<file path="src/rtl/core/utc2ep_pkg.sv">
`timescale 1ns / 1ps
`default_nettype none
// ----------------------------------------------------------------------------
// utc2ep_pkg: shared types, constants and helpers for calendar conversion
// Widths, calendar constants, the month table and the divide-by-100 helper.
// ----------------------------------------------------------------------------
package utc2ep_pkg;

  // Port field widths
  localparam int YEARS_IN_W = 13;
  localparam int MONTH_W    = 4;
  localparam int MDAY_W     = 5;
  localparam int HOUR_W     = 5;
  localparam int MINUTE_W   = 6;
  localparam int SECOND_W   = 6;
  localparam int SECS_W     = 38;

  // Internal widths
  localparam int YEAR_W     = 14;   // full calendar year, up to 10091
  localparam int QUOT_W     = 8;    // year / 100, up to 100
  localparam int LEAPS_W    = 12;   // leap years in 1..year-1
  localparam int MDAYS_W    = 9;    // days before a month start
  localparam int DAYS_W     = 22;   // day count since epoch, plus day of month
  localparam int TOD_W      = 17;   // seconds within the day

  // Calendar constants
  localparam int YEAR_BASE    = 1900;
  localparam int EPOCH_YEAR   = 1970;
  localparam int DAYS_COMMON  = 365;
  localparam int DAYS_LEAP    = 366;
  localparam int MONTH_CLAMP  = 12;
  localparam int MONTH_MARCH  = 2;
  localparam int SEC_PER_MIN  = 60;
  localparam int SEC_PER_HOUR = 3600;
  localparam int SEC_PER_DAY  = 86400;
  localparam int LEAPS_BEFORE_EPOCH =
    (EPOCH_YEAR - 1) / 4 - (EPOCH_YEAR - 1) / 100 + (EPOCH_YEAR - 1) / 400;

  // Reciprocal for n / 100: exact for n below 2^20 / 48
  localparam int DIV100_SHIFT = 20;
  localparam int DIV100_MUL   = (1 << DIV100_SHIFT) / 100 + 1;

  // Default depth of the queue between front and back
  localparam int Q_DEPTH_DEF = 4;

  typedef struct packed {
    logic [DAYS_W-1:0] days;   // whole days plus day of month (one-based)
    logic [TOD_W-1:0]  tod;    // hour, minute and second in seconds
  } q_entry_t;

  typedef struct packed {
    logic full;
    logic empty;
  } q_status_t;

  // Divide a year-sized value by 100 through a reciprocal multiply
  function automatic logic [QUOT_W-1:0] div100(input logic [YEAR_W-1:0] n);
    logic [2*YEAR_W-1:0] prod;
    prod = (2*YEAR_W)'(n) * (2*YEAR_W)'(DIV100_MUL);
    return prod[DIV100_SHIFT +: QUOT_W];
  endfunction

  // Days before the start of a month in a common year; twelve means full year
  function automatic logic [MDAYS_W-1:0] month_start(input logic [MONTH_W-1:0] m);
    logic [MDAYS_W-1:0] d;
    unique case (m)
      4'd0:    d = 9'd0;
      4'd1:    d = 9'd31;
      4'd2:    d = 9'd59;
      4'd3:    d = 9'd90;
      4'd4:    d = 9'd120;
      4'd5:    d = 9'd151;
      4'd6:    d = 9'd181;
      4'd7:    d = 9'd212;
      4'd8:    d = 9'd243;
      4'd9:    d = 9'd273;
      4'd10:   d = 9'd304;
      4'd11:   d = 9'd334;
      default: d = MDAYS_W'(DAYS_COMMON);
    endcase
    return d;
  endfunction

endpackage
`default_nettype wire

</file>
<file path="src/rtl/core/utc_calendar_to_epoch_seconds.sv">
`timescale 1ns / 1ps
`default_nettype none
// ----------------------------------------------------------------------------
// utc_calendar_to_epoch_seconds: broken-down UTC time to Unix epoch seconds
// Gregorian leap counting by reciprocal division, month table, time of day.
// ----------------------------------------------------------------------------
//
//  Channel | Direction | Handshake           | Payload
//  --------+-----------+---------------------+----------------------------------
//  in_     | input     | in_valid / in_stall | year, month, day, h, m, s fields
//  out_    | output    | out_valid/out_stall | out_epoch_seconds (38 bits)
//
//  One conversion per cycle while the output does not stall; through an empty
//  pipe a beat passes the front register, queue write, multiply stage and output register.
//  The 22x17 day-to-seconds multiply has a stage of its own.
//  Reset is synchronous, active low; it empties every stage and the queue.
//  An output stall backs up into the queue; the input stalls only once the
//  queue is full and the front register holds a beat.
//
// ----------------------------------------------------------------------------
module utc_calendar_to_epoch_seconds #(
  parameter int QUEUE_DEPTH = utc2ep_pkg::Q_DEPTH_DEF
) (
  input  wire                                 clk,
  input  wire                                 rst_n,
  // Input channel
  input  wire                                 in_valid,
  output logic                                in_stall,
  input  wire [utc2ep_pkg::YEARS_IN_W-1:0]    in_years_since_1900,
  input  wire [utc2ep_pkg::MONTH_W-1:0]       in_month_index,
  input  wire [utc2ep_pkg::MDAY_W-1:0]        in_day_of_month,
  input  wire [utc2ep_pkg::HOUR_W-1:0]        in_hour_of_day,
  input  wire [utc2ep_pkg::MINUTE_W-1:0]      in_minute_of_hour,
  input  wire [utc2ep_pkg::SECOND_W-1:0]      in_second_of_minute,
  // Result channel
  output logic                                out_valid,
  input  wire                                 out_stall,
  output logic [utc2ep_pkg::SECS_W-1:0]       out_epoch_seconds
);
  import utc2ep_pkg::*;

  q_status_t q_st;
  q_entry_t  q_wdata, q_rdata;
  logic      q_push, q_pop;

  // Front: take each beat, classify the year, push days and time of day
  utc2ep_front u_front (
    .clk                 (clk),
    .rst_n               (rst_n),
    .in_valid            (in_valid),
    .in_stall            (in_stall),
    .in_years_since_1900 (in_years_since_1900),
    .in_month_index      (in_month_index),
    .in_day_of_month     (in_day_of_month),
    .in_hour_of_day      (in_hour_of_day),
    .in_minute_of_hour   (in_minute_of_hour),
    .in_second_of_minute (in_second_of_minute),
    .q_st                (q_st),
    .q_push              (q_push),
    .q_wdata             (q_wdata)
  );

  // Queue: decouple the front from output stalls
  utc2ep_fifo #(
    .DEPTH (QUEUE_DEPTH)
  ) u_fifo (
    .clk   (clk),
    .rst_n (rst_n),
    .push  (q_push),
    .wdata (q_wdata),
    .pop   (q_pop),
    .rdata (q_rdata),
    .st    (q_st)
  );

  // Back: scale days to seconds, add time of day, drop the day offset
  utc2ep_back u_back (
    .clk               (clk),
    .rst_n             (rst_n),
    .q_st              (q_st),
    .q_rdata           (q_rdata),
    .q_pop             (q_pop),
    .out_valid         (out_valid),
    .out_stall         (out_stall),
    .out_epoch_seconds (out_epoch_seconds)
  );

  // Reset empties the output register
  a_reset_clears_out: assert property (@(posedge clk) !rst_n |=> !out_valid)
    else $error("output valid after reset");

  // Queue status flags are never both set
  a_queue_flags: assert property (@(posedge clk) disable iff (!rst_n)
    !(q_st.full && q_st.empty))
    else $error("queue full and empty at once");

  // The input stalls only behind a full queue
  a_stall_cause: assert property (@(posedge clk) disable iff (!rst_n)
    in_stall |-> q_st.full)
    else $error("input stalled with room in queue");

endmodule
`default_nettype wire

</file>
<file path="src/rtl/core/utc2ep_front.sv">
`timescale 1ns / 1ps
`default_nettype none
// ----------------------------------------------------------------------------
// utc2ep_front: input stage and day classification
// Registers the fields with the year quotients, then forms the day count
// and time of day and pushes them into the queue.
// ----------------------------------------------------------------------------
module utc2ep_front (
  input  wire                                 clk,
  input  wire                                 rst_n,
  input  wire                                 in_valid,
  output logic                                in_stall,
  input  wire [utc2ep_pkg::YEARS_IN_W-1:0]    in_years_since_1900,
  input  wire [utc2ep_pkg::MONTH_W-1:0]       in_month_index,
  input  wire [utc2ep_pkg::MDAY_W-1:0]        in_day_of_month,
  input  wire [utc2ep_pkg::HOUR_W-1:0]        in_hour_of_day,
  input  wire [utc2ep_pkg::MINUTE_W-1:0]      in_minute_of_hour,
  input  wire [utc2ep_pkg::SECOND_W-1:0]      in_second_of_minute,
  input  utc2ep_pkg::q_status_t               q_st,
  output logic                                q_push,
  output utc2ep_pkg::q_entry_t                q_wdata
);
  import utc2ep_pkg::*;

  logic                  valid_r, valid_nxt;
  logic [YEAR_W-1:0]     year_r;
  logic [QUOT_W-1:0]     q_y_r, q_ym1_r, q_ym1_4_r;
  logic [MONTH_W-1:0]    mon_r;
  logic [MDAY_W-1:0]     mday_r;
  logic [HOUR_W-1:0]     hour_r;
  logic [MINUTE_W-1:0]   min_r;
  logic [SECOND_W-1:0]   sec_r;

  logic [YEAR_W-1:0]     year_in, ym1_in, ym1_cur;
  logic                  adv;

  logic                  rem100_zero, leap;
  logic [LEAPS_W-1:0]    leaps_ym1;
  logic [YEAR_W-2:0]     yrs_since_epoch;
  logic [DAYS_W-1:0]     year_days;
  logic [MONTH_W-1:0]    mon_c;
  logic [MDAYS_W-1:0]    mon_days;
  logic                  leap_add;

  assign year_in = YEAR_W'(in_years_since_1900) + YEAR_W'(YEAR_BASE);
  assign ym1_in  = year_in - YEAR_W'(1);

  // Hold the stage while the queue is full
  assign adv      = !valid_r || !q_st.full;
  assign in_stall = valid_r && q_st.full;
  assign q_push   = valid_r && !q_st.full;
  assign valid_nxt = adv ? in_valid : valid_r;

  always_ff @(posedge clk) begin
    if (!rst_n) begin
      valid_r <= 1'b0;
    end else begin
      valid_r <= valid_nxt;
    end
  end

  always_ff @(posedge clk) begin
    if (adv && in_valid) begin
      year_r    <= year_in;
      q_y_r     <= div100(year_in);
      q_ym1_r   <= div100(ym1_in);
      q_ym1_4_r <= div100({2'b00, ym1_in[YEAR_W-1:2]});
      mon_r     <= in_month_index;
      mday_r    <= in_day_of_month;
      hour_r    <= in_hour_of_day;
      min_r     <= in_minute_of_hour;
      sec_r     <= in_second_of_minute;
    end
  end

  // Classify the year: leap flag and whole-year day count since the epoch
  always_comb begin
    ym1_cur     = year_r - YEAR_W'(1);
    rem100_zero = (year_r == YEAR_W'(YEAR_W'(q_y_r) * YEAR_W'(100)));
    leap        = (year_r[1:0] == 2'b00) && (!rem100_zero || (q_y_r[1:0] == 2'b00));
    leaps_ym1   = LEAPS_W'(ym1_cur[YEAR_W-1:2]) - LEAPS_W'(q_ym1_r) + LEAPS_W'(q_ym1_4_r);
    yrs_since_epoch = (YEAR_W-1)'(year_r - YEAR_W'(EPOCH_YEAR));
    if (year_r > YEAR_W'(EPOCH_YEAR)) begin
      year_days = DAYS_W'(yrs_since_epoch) * DAYS_W'(DAYS_COMMON)
                + DAYS_W'(leaps_ym1) - DAYS_W'(LEAPS_BEFORE_EPOCH);
    end else begin
      year_days = '0;
    end
    mon_c    = (mon_r > MONTH_W'(MONTH_CLAMP)) ? MONTH_W'(MONTH_CLAMP) : mon_r;
    mon_days = month_start(mon_c);
    leap_add = leap && (mon_c >= MONTH_W'(MONTH_MARCH));

    q_wdata.days = year_days + DAYS_W'(mon_days) + DAYS_W'(leap_add) + DAYS_W'(mday_r);
    q_wdata.tod  = TOD_W'(hour_r) * TOD_W'(SEC_PER_HOUR)
                 + TOD_W'(min_r) * TOD_W'(SEC_PER_MIN) + TOD_W'(sec_r);
  end

endmodule
`default_nettype wire

</file>
<file path="src/rtl/core/utc2ep_fifo.sv">
`timescale 1ns / 1ps
`default_nettype none
// ----------------------------------------------------------------------------
// utc2ep_fifo: short queue between front and back
// Register-based circular buffer with a fill count; push and pop may coincide.
// ----------------------------------------------------------------------------
module utc2ep_fifo #(
  parameter int DEPTH = utc2ep_pkg::Q_DEPTH_DEF
) (
  input  wire                    clk,
  input  wire                    rst_n,
  input  wire                    push,
  input  utc2ep_pkg::q_entry_t   wdata,
  input  wire                    pop,
  output utc2ep_pkg::q_entry_t   rdata,
  output utc2ep_pkg::q_status_t  st
);
  import utc2ep_pkg::*;

  localparam int PTR_W = (DEPTH > 1) ? $clog2(DEPTH) : 1;
  localparam int CNT_W = $clog2(DEPTH + 1);

  q_entry_t          mem_r [DEPTH];
  logic [PTR_W-1:0]  wr_ptr_r, wr_ptr_nxt, rd_ptr_r, rd_ptr_nxt;
  logic [CNT_W-1:0]  cnt_r, cnt_nxt;
  logic              do_push, do_pop;

  assign st.full  = (cnt_r == CNT_W'(DEPTH));
  assign st.empty = (cnt_r == '0);
  assign do_push  = push && !st.full;
  assign do_pop   = pop && !st.empty;
  assign rdata    = mem_r[rd_ptr_r];

  always_comb begin
    wr_ptr_nxt = wr_ptr_r;
    rd_ptr_nxt = rd_ptr_r;
    cnt_nxt    = cnt_r;
    if (do_push) begin
      wr_ptr_nxt = (wr_ptr_r == PTR_W'(DEPTH - 1)) ? '0 : wr_ptr_r + PTR_W'(1);
    end
    if (do_pop) begin
      rd_ptr_nxt = (rd_ptr_r == PTR_W'(DEPTH - 1)) ? '0 : rd_ptr_r + PTR_W'(1);
    end
    if (do_push && !do_pop) begin
      cnt_nxt = cnt_r + CNT_W'(1);
    end else if (do_pop && !do_push) begin
      cnt_nxt = cnt_r - CNT_W'(1);
    end
  end

  always_ff @(posedge clk) begin
    if (!rst_n) begin
      wr_ptr_r <= '0;
      rd_ptr_r <= '0;
      cnt_r    <= '0;
    end else begin
      wr_ptr_r <= wr_ptr_nxt;
      rd_ptr_r <= rd_ptr_nxt;
      cnt_r    <= cnt_nxt;
    end
  end

  always_ff @(posedge clk) begin
    if (do_push) begin
      mem_r[wr_ptr_r] <= wdata;
    end
  end

endmodule
`default_nettype wire

</file>
<file path="src/rtl/core/utc2ep_back.sv">
`timescale 1ns / 1ps
`default_nettype none
// ----------------------------------------------------------------------------
// utc2ep_back: seconds assembly and output register
// Scales the day count to seconds, adds the time of day, removes the
// one-based day offset with a floor at zero, and holds the result.
// ----------------------------------------------------------------------------
module utc2ep_back (
  input  wire                              clk,
  input  wire                              rst_n,
  input  utc2ep_pkg::q_status_t            q_st,
  input  utc2ep_pkg::q_entry_t             q_rdata,
  output logic                             q_pop,
  output logic                             out_valid,
  input  wire                              out_stall,
  output logic [utc2ep_pkg::SECS_W-1:0]    out_epoch_seconds
);
  import utc2ep_pkg::*;

  logic               a_valid_r, a_valid_nxt;
  logic [SECS_W-1:0]  prod_r;
  logic [TOD_W-1:0]   tod_r;
  logic               o_valid_r, o_valid_nxt;
  logic [SECS_W-1:0]  secs_r;

  logic               adv_a, adv_o;
  logic [SECS_W:0]    sum;
  logic [SECS_W-1:0]  secs_nxt;

  assign adv_o = !o_valid_r || !out_stall;
  assign adv_a = !a_valid_r || adv_o;
  assign q_pop = !q_st.empty && adv_a;

  assign a_valid_nxt = adv_a ? !q_st.empty : a_valid_r;
  assign o_valid_nxt = adv_o ? a_valid_r : o_valid_r;

  always_comb begin
    sum = (SECS_W+1)'(prod_r) + (SECS_W+1)'(tod_r);
    if (sum < (SECS_W+1)'(SEC_PER_DAY)) begin
      secs_nxt = '0;
    end else begin
      secs_nxt = SECS_W'(sum - (SECS_W+1)'(SEC_PER_DAY));
    end
  end

  always_ff @(posedge clk) begin
    if (!rst_n) begin
      a_valid_r <= 1'b0;
      o_valid_r <= 1'b0;
    end else begin
      a_valid_r <= a_valid_nxt;
      o_valid_r <= o_valid_nxt;
    end
  end

  always_ff @(posedge clk) begin
    if (q_pop) begin
      prod_r <= SECS_W'(q_rdata.days) * SECS_W'(SEC_PER_DAY);
      tod_r  <= q_rdata.tod;
    end
    if (adv_o && a_valid_r) begin
      secs_r <= secs_nxt;
    end
  end

  assign out_valid         = o_valid_r;
  assign out_epoch_seconds = secs_r;

endmodule
`default_nettype wire

</file>
<file path="config.mk">
export PLATFORM = sky130hd
export DESIGN_NAME = utc_calendar_to_epoch_seconds
export DESIGN_NICKNAME = d
export VERILOG_FILES = /design/src/rtl/core/utc2ep_pkg.sv /design/src/rtl/core/utc_calendar_to_epoch_seconds.sv /design/src/rtl/core/utc2ep_front.sv /design/src/rtl/core/utc2ep_fifo.sv /design/src/rtl/core/utc2ep_back.sv
export SDC_FILE = /design/constraint.sdc
export NUM_CORES = 1
export LEC_CHECK = 0
export BUFFER_PORTS_ARGS = -buffer_cell sky130_fd_sc_hd__buf_2
export CELL_PAD_IN_SITES_DETAIL_PLACEMENT = 1
export CELL_PAD_IN_SITES_GLOBAL_PLACEMENT = 1
export CORE_AREA = 4 4 369 371
export CTS_CLUSTER_SIZE = 28
export DETAILED_ROUTE_END_ITERATION = 16
export DIE_AREA = 0 0 373 375
export PLACE_DENSITY_LB_ADDON = 0.1
export SYNTH_ARGS = -nofsm -noshare
export SYNTH_HDL_FRONTEND = slang
export SYNTH_SLANG_ARGS = --single-unit
</file>
<file path="constraint.sdc">
create_clock -name clk -period 10.94 [get_ports clk]
set_input_delay 1.094 -clock clk [delete_from_list [all_inputs] [get_ports clk]]
set_output_delay 1.094 -clock clk [all_outputs]
set_load 0.02 [all_outputs]
</file>
==> results.sh, run 1 <==
export IMPL_crit_fanout=6
export IMPL_synthCells=2992
export IMPL_wl_um=80900
export IMPL_yosysWarningCount=0
export IMPL_synth_fp_nets=3905
export IMPL_die_height_um=375
export IMPL_cts_hold_buffers=0
export IMPL_synth_area_top_cells="edfxtp_1 28%, ha_1 21%, fa_1 19%"
export IMPL_cts_inserted_buffers=41
export IMPL_critical_path_class="register to register"
export IMPL_drt_pre_antenna_iters=4
export IMPL_grt_pass1_vias=24100
export IMPL_io_pins=83
export IMPL_worst_path_max_delay_cell="fa_1"
export IMPL_cp_required_ns=11.27
export IMPL_clk_latency_ns=0.61
export IMPL_port_buffers=82
export IMPL_grt_remaining_overflow=0
export IMPL_grt_usage_pct=11.8
export IMPL_synth_cell_type_count=75
export IMPL_cts_tree="done"
export IMPL_start_util_pct=24.8
export IMPL_async_reset_ff_share_pct=0
export IMPL_fill_cells=14900
export IMPL_row_count=134
export IMPL_startpoint="u_front.year_r[1]"
export IMPL_cts_sinks=316
export IMPL_cts_root_buf="clkbuf_16"
export IMPL_crit_path_end_kind="register"
export IMPL_critPathMaxStageDelay_ns=0.55
export IMPL_layout_common_cells="660 x inv_1, 564 x ha_1, 306 x fa_1"
export IMPL_layout_drive_gt1_share_pct=7.58
export IMPL_gp_congestion=0.795
export IMPL_maxCapViolCount=0
export IMPL_vias=21000
export IMPL_syn_area_mm2=0.0330
export IMPL_grt_pass1_wl_um=133000
export IMPL_ys_seq_area_share_pct=28.4
export IMPL_skew_ns=0.0386
export IMPL_period_minus_slack_ns=8.50
export IMPL_layout_commonest_cell="inv_1"
export IMPL_drc=0
export IMPL_drtAntennaViolNets=0
export IMPL_core_mm2=0.133
export IMPL_critPathMostFrequentCell="fa_1"
export IMPL_synth_top_area_share_pct=27.6
export IMPL_synth_edf_count=304
export IMPL_worstMarginPinSlew_ns=1.20
export IMPL_dp_hpwl_um=68400
export IMPL_status="complete, no violations"
export IMPL_die_area_mm2=0.140
export IMPL_postCtsSetupBuffers=0
export IMPL_slew_viol_final=0
export IMPL_antenna_found_initial=2
export IMPL_synth_area_leader_cell="edfxtp_1"
export IMPL_path_clk_slew_ns=0.06
export IMPL_ys_flop_type="edfxtp_1"
export IMPL_slew_headroom_pct=18.3
export IMPL_hold_path_class="register to register"
export IMPL_die_x_um=373
export IMPL_ys_ff_latch=316
export IMPL_clk_path_buf_depth=3
export IMPL_min_delay_start="u_front.sec_r[1]"
export IMPL_max_freq_mhz=118
export IMPL_drt_iter0_drc=592
export IMPL_rsz0062_at_grt="no"
export IMPL_cts_htree_levels=2
export IMPL_r2r_start="u_front.year_r[1]"
export IMPL_viasPerCell=4.28
export IMPL_finalHoldViolCount=0
export IMPL_start_kind="register"
export IMPL_worstPathArrival_ns=8.84
export IMPL_final_setup_viol_count=0
export IMPL_grt_max_degree=62
export IMPL_layout_nets=4021
export IMPL_syn2layout_area_growth_pct=12.3
export IMPL_avgSynthCellArea_um2=11.0
export IMPL_fin_setup_tns_ns=0
export IMPL_final_util_pct=27.9
export IMPL_cts_resized_gates=0
export IMPL_wl_per_cell_um=16.5
export IMPL_fin_crit_sh_pct=77.7
==> synth_stat cells, types with 7 or more instances <==
cell type	instances
a2111oi_0	7
a211oi_1	16
a21boi_0	11
a21o_1	53
a21oi_1	101
a31oi_1	14
and2_1	15
and3_1	26
buf_2	7
clkbuf_1	27
dfxtp_1	12
edfxtp_1	304
fa_1	306
ha_1	564
inv_1	660
mux2i_1	17
mux4_2	39
nand2_1	87
nand2b_1	23
nand3_1	31
nand4_1	19
nor2_1	106
nor2b_1	32
nor3_1	46
nor4_1	8
o211ai_1	11
o21a_1	15
o21ai_0	62
o21bai_1	21
or2_2	8
or3_1	16
or4_1	7
xnor2_1	142
xor2_1	75
==> path summary, 6_finish.rpt <==
kind	endpoint	slack (ns)	cells after the start
setup / recovery	u_fifo.mem_r[2][38]	2.44	30
setup reg to reg	u_fifo.mem_r[2][38]	2.44	30
hold reg to reg	u_fifo.mem_r[3][1]	0.51	0
hold / removal	u_fifo.mem_r[3][1]	0.51	0
==> layout make-up <==
| type | count | area, um^2 | share of cell area (%) |
|---|---|---|---|
| flip-flops and latches | 316 | 9370 | 25.3 |
| well taps | 1768 | 2210 | 5.96 |
| diodes | 1 | 2.50 | 0.00675 |
| multi-input cells | 1975 | 21100 | 56.8 |
| clock buffers | 46 | 1040 | 2.82 |
| repair buffers | 114 | 651 | 1.75 |
| clock inverters | 28 | 269 | 0.725 |
| inverters | 660 | 2480 | 6.68 |
==> per-layer routing <==
metal / share of wire [%] / global-route usage, %
met1: 45 / 14.8
met2: 51 / 21.7
met3: 2.0 / 1.22
met4: 1.8 / 2.77
met5: 0 / 0
==> flip-flops by register name, summed over array words and instances (netlist names), 5 cells and up, named ones only <==
| signal | count |
|---|---|
| u_fifo.mem_r | 156 |
| u_back.out_epoch_seconds | 38 |
| u_back.prod_r | 31 |
| u_back.tod_r | 17 |
| u_front.year_r | 14 |
| u_front.q_y_r | 8 |
| u_front.q_ym1_r | 8 |
| u_front.min_r | 6 |
| u_front.q_ym1_4_r | 6 |
| u_front.sec_r | 6 |
| u_front.hour_r | 5 |
| u_front.mday_r | 5 |
==> worst max-delay path: cells and delay by family (launching register included) <==
| kind | cells | cell delay (ns) |
|---|---|---|
| XOR/XNOR | 3 | 0.56 |
| AO/OA/AOI/OAI | 10 | 2.62 |
| flip-flops | 1 | 0.47 |
| AND/OR/NAND/NOR | 7 | 1.34 |
| buffers and inverters | 3 | 0.32 |
| adder cells (fa/ha/maj) | 7 | 2.93 |
==> logic make-up (layout without fill, tap and decap cells) <==
kind of cell               count (synthesis)  after routing  synth area share [%]
AOI/OAI and AO/OA                        378            378                  7.64
xor gates and xnor gates                 217            217                  5.76
adders and majority gates                870            870                  39.9
buffers and inverters                    701            848                  8.03
DFF                                      316            316                  28.4
muxes                                     57             57                  3.21
other                                      0              1                     0
and+or+nand+nor                          453            453                  7.06
==> through the flow <==
| step | hold slack [ns] | std cells | cell area, um^2 | worst slack [ns] |
|---|---|---|---|---|
| final | 0.507 | 4908 | 37100 | 2.44 |
| after global routing | 0.537 | 4907 | 37100 | 1.69 |
| after CTS | 0.511 | 4907 | 37100 | 2.36 |
| after detailed placement | 0.497 | 4833 | 35800 | 1.75 |
| after global placement | 0.496 | 4833 | 35800 | 1.90 |
| after floorplan | 0.459 | 2992 | 33000 | 2.43 |
Power of run 1 is not shown: default switching activity piles up to over one toggle a cycle in this logic, so the estimate is an artifact.
==> run 2: changes to the inputs <==
Clock period 10.94 ns to 7.41 ns, I/O delays scaled along.
==> run 2 against run 1 <==
Core utilization is 1.4 points higher. Critical path depth stayed put. The run now ends with negative setup slack left. Count of clock-buffer cells in the layout is 1 lower. Register-to-register slack worse by 2.5 ns. Cell area is 5.2% higher. Via count is 2.2% higher. Routed wire length is 1.9% higher. Non-clock buffer count is 158 higher. Sequential share of layout area is 1.2 points lower. Clock skew is 0.0049 ns lower. Highest routed layer unchanged.
==> results.sh, run 2 (synthesis gave the netlist of run 1 again) <==
export IMPL_critical_path_class="register to register"
export IMPL_grt_max_degree=63
export IMPL_drt_iter0_drc=522
export IMPL_critPathMostFrequentCell="fa_1"
export IMPL_start_util_pct=24.8
export IMPL_viasPerCell=4.24
export IMPL_antenna_found_initial=4
export IMPL_drtAntennaViolNets=0
export IMPL_skew_ns=0.0337
export IMPL_drc=0
export IMPL_layout_drive_gt1_share_pct=14.9
export IMPL_cts_inserted_buffers=40
export IMPL_period_minus_slack_ns=7.46
export IMPL_status="finished with violations"
export IMPL_hold_path_class="input port to register"
export IMPL_grt_pass1_wl_um=134000
export IMPL_fin_setup_tns_ns=-0.307
export IMPL_cp_required_ns=7.75
export IMPL_dp_cells=4982
export IMPL_row_count=134
export IMPL_violations="negative setup slack"
export IMPL_crit_fanout=4
export IMPL_io_pins=83
export IMPL_hold_depth=1
export IMPL_vias=21500
export IMPL_placed_area_mm2=0.0372
export IMPL_worst_path_max_delay_cell="fa_1"
export IMPL_cts_htree_levels=2
export IMPL_finalHoldViolCount=0
export IMPL_largest_register="u_fifo.mem_r"
export IMPL_layout_common_cells="654 x inv_1, 554 x ha_1, 305 x fa_1"
export IMPL_die_x_um=373
export IMPL_largest_reg_flops=156
export IMPL_min_to="u_front.sec_r[4]"
export IMPL_rsz0062_at_grt="yes"
export IMPL_syn2layout_area_growth_pct=18.1
export IMPL_path_clk_slew_ns=0.06
export IMPL_crit_path_end_kind="register"
export IMPL_worstPathArrival_ns=7.80
export IMPL_wl_per_cell_um=16.3
export IMPL_core_mm2=0.133
export IMPL_reg2reg_depth=30
export IMPL_fin_ws_ns=-0.0512
export IMPL_min_delay_start="in_second_of_minute[4]"
export IMPL_layout_commonest_cell="inv_1"
export IMPL_fin_cells=5065
export IMPL_grt_pass1_vias=24200
export IMPL_max_freq_mhz=134
export IMPL_drt_pre_antenna_iters=4
export IMPL_clk_path_buf_depth=3
export IMPL_slew_headroom_pct=32.5
export IMPL_post_route_cell_area_mm2=0.0390
export IMPL_die_area_mm2=0.140
export IMPL_clk_latency_ns=0.61
export IMPL_r2r_setup_slack_ns=-0.05
export IMPL_r2r_start="u_front.year_r[1]"
export IMPL_cts_tree="done"
export IMPL_layout_nets=4178
export IMPL_die_height_um=375
export IMPL_wl_um=82400
export IMPL_cts_root_buf="clkbuf_16"
export IMPL_final_util_pct=29.3
export IMPL_cts_sinks=316
export IMPL_maxCapViolCount=0
export IMPL_final_setup_viol_count=8
export IMPL_cts_hold_buffers=0
export IMPL_reg2reg_to="u_fifo.mem_r[0][38]"
export IMPL_start_kind="register"
export IMPL_port_buffers=82
export IMPL_dp_hpwl_um=70500
export IMPL_grt_usage_pct=11.9
export IMPL_worstMarginPinSlew_ns=1.01
export IMPL_slew_viol_final=0
export IMPL_grt_remaining_overflow=0
export IMPL_gp_congestion=0.789
export IMPL_fin_crit_sh_pct=101
export IMPL_critPathMaxStageDelay_ns=0.56
==> run 2: cell type report <==
class                           count  area, um^2
Clock buffer                       45        1020
Multi-Input combinational cell   1975       21700
Clock inverter                     28         315
Inverter                          660        2480
Sequential cell                   316        9370
Fill cell                       14900       94000
Tap cell                         1768        2210
Timing Repair Buffer              272        1860
Antenna cell                        1        2.50
==> run 2: worst max-delay path by stage <==
stage	startpoint	end	slack [ns]	depth (start not counted)
2_1_floorplan	u_front.year_r[1]	u_fifo.mem_r[0][38]	0.0004	29
3_3_place_gp	u_front.year_r[1]	u_fifo.mem_r[0][38]	-0.25	30
3_5_place_dp	u_front.year_r[2]	u_fifo.mem_r[3][37]	-0.31	30
4_1_cts	u_front.year_r[1]	u_fifo.mem_r[0][38]	-0.17	28
5_1_grt	u_front.year_r[1]	u_fifo.mem_r[2][38]	-0.43	30
6_report	u_front.year_r[1]	u_fifo.mem_r[0][38]	-0.05	30
==> run 2: per-stage QoR <==
step | worst slack, ns | hold WS (ns)
6_report | -0.0512 | 0.305
3_3_place_gp | -0.245 | 0.482
4_1_cts | -0.174 | 0.238
5_1_grt | -0.434 | 0.254
3_5_place_dp | -0.313 | 0.491
2_1_floorplan | 0.000436 | 0.459
==> run 2: critical path: cells and delay by family (launching register included) <==
kind                       cells  cell delay (ns)
buffers and inverters          3             0.23
and+or+nand+nor                7             1.16
AOI/OAI and AO/OA             10             2.24
adders and majority gates      7             2.65
xor gates and xnor gates       3             0.50
DFF                            1             0.43
==> run 2: per-layer routing <==
layer  up-vias  track usage (%)  routed length (um)
li1      10600                -                   -
met1     10600             14.9               36300
met2       137             22.2               43100
met3        63             1.41                1670
met4         0             2.29                1330
met5         -                0                   0
==> run 2: repair_timing <==
item                                    CTS  global route
endpoints found under the setup margin   36            52
pin swaps                                12            21
endpoints found under the hold margin     0             0
resized for setup                        17            58
setup buffers                             5             4
Power of run 2 is left out for the same reason.
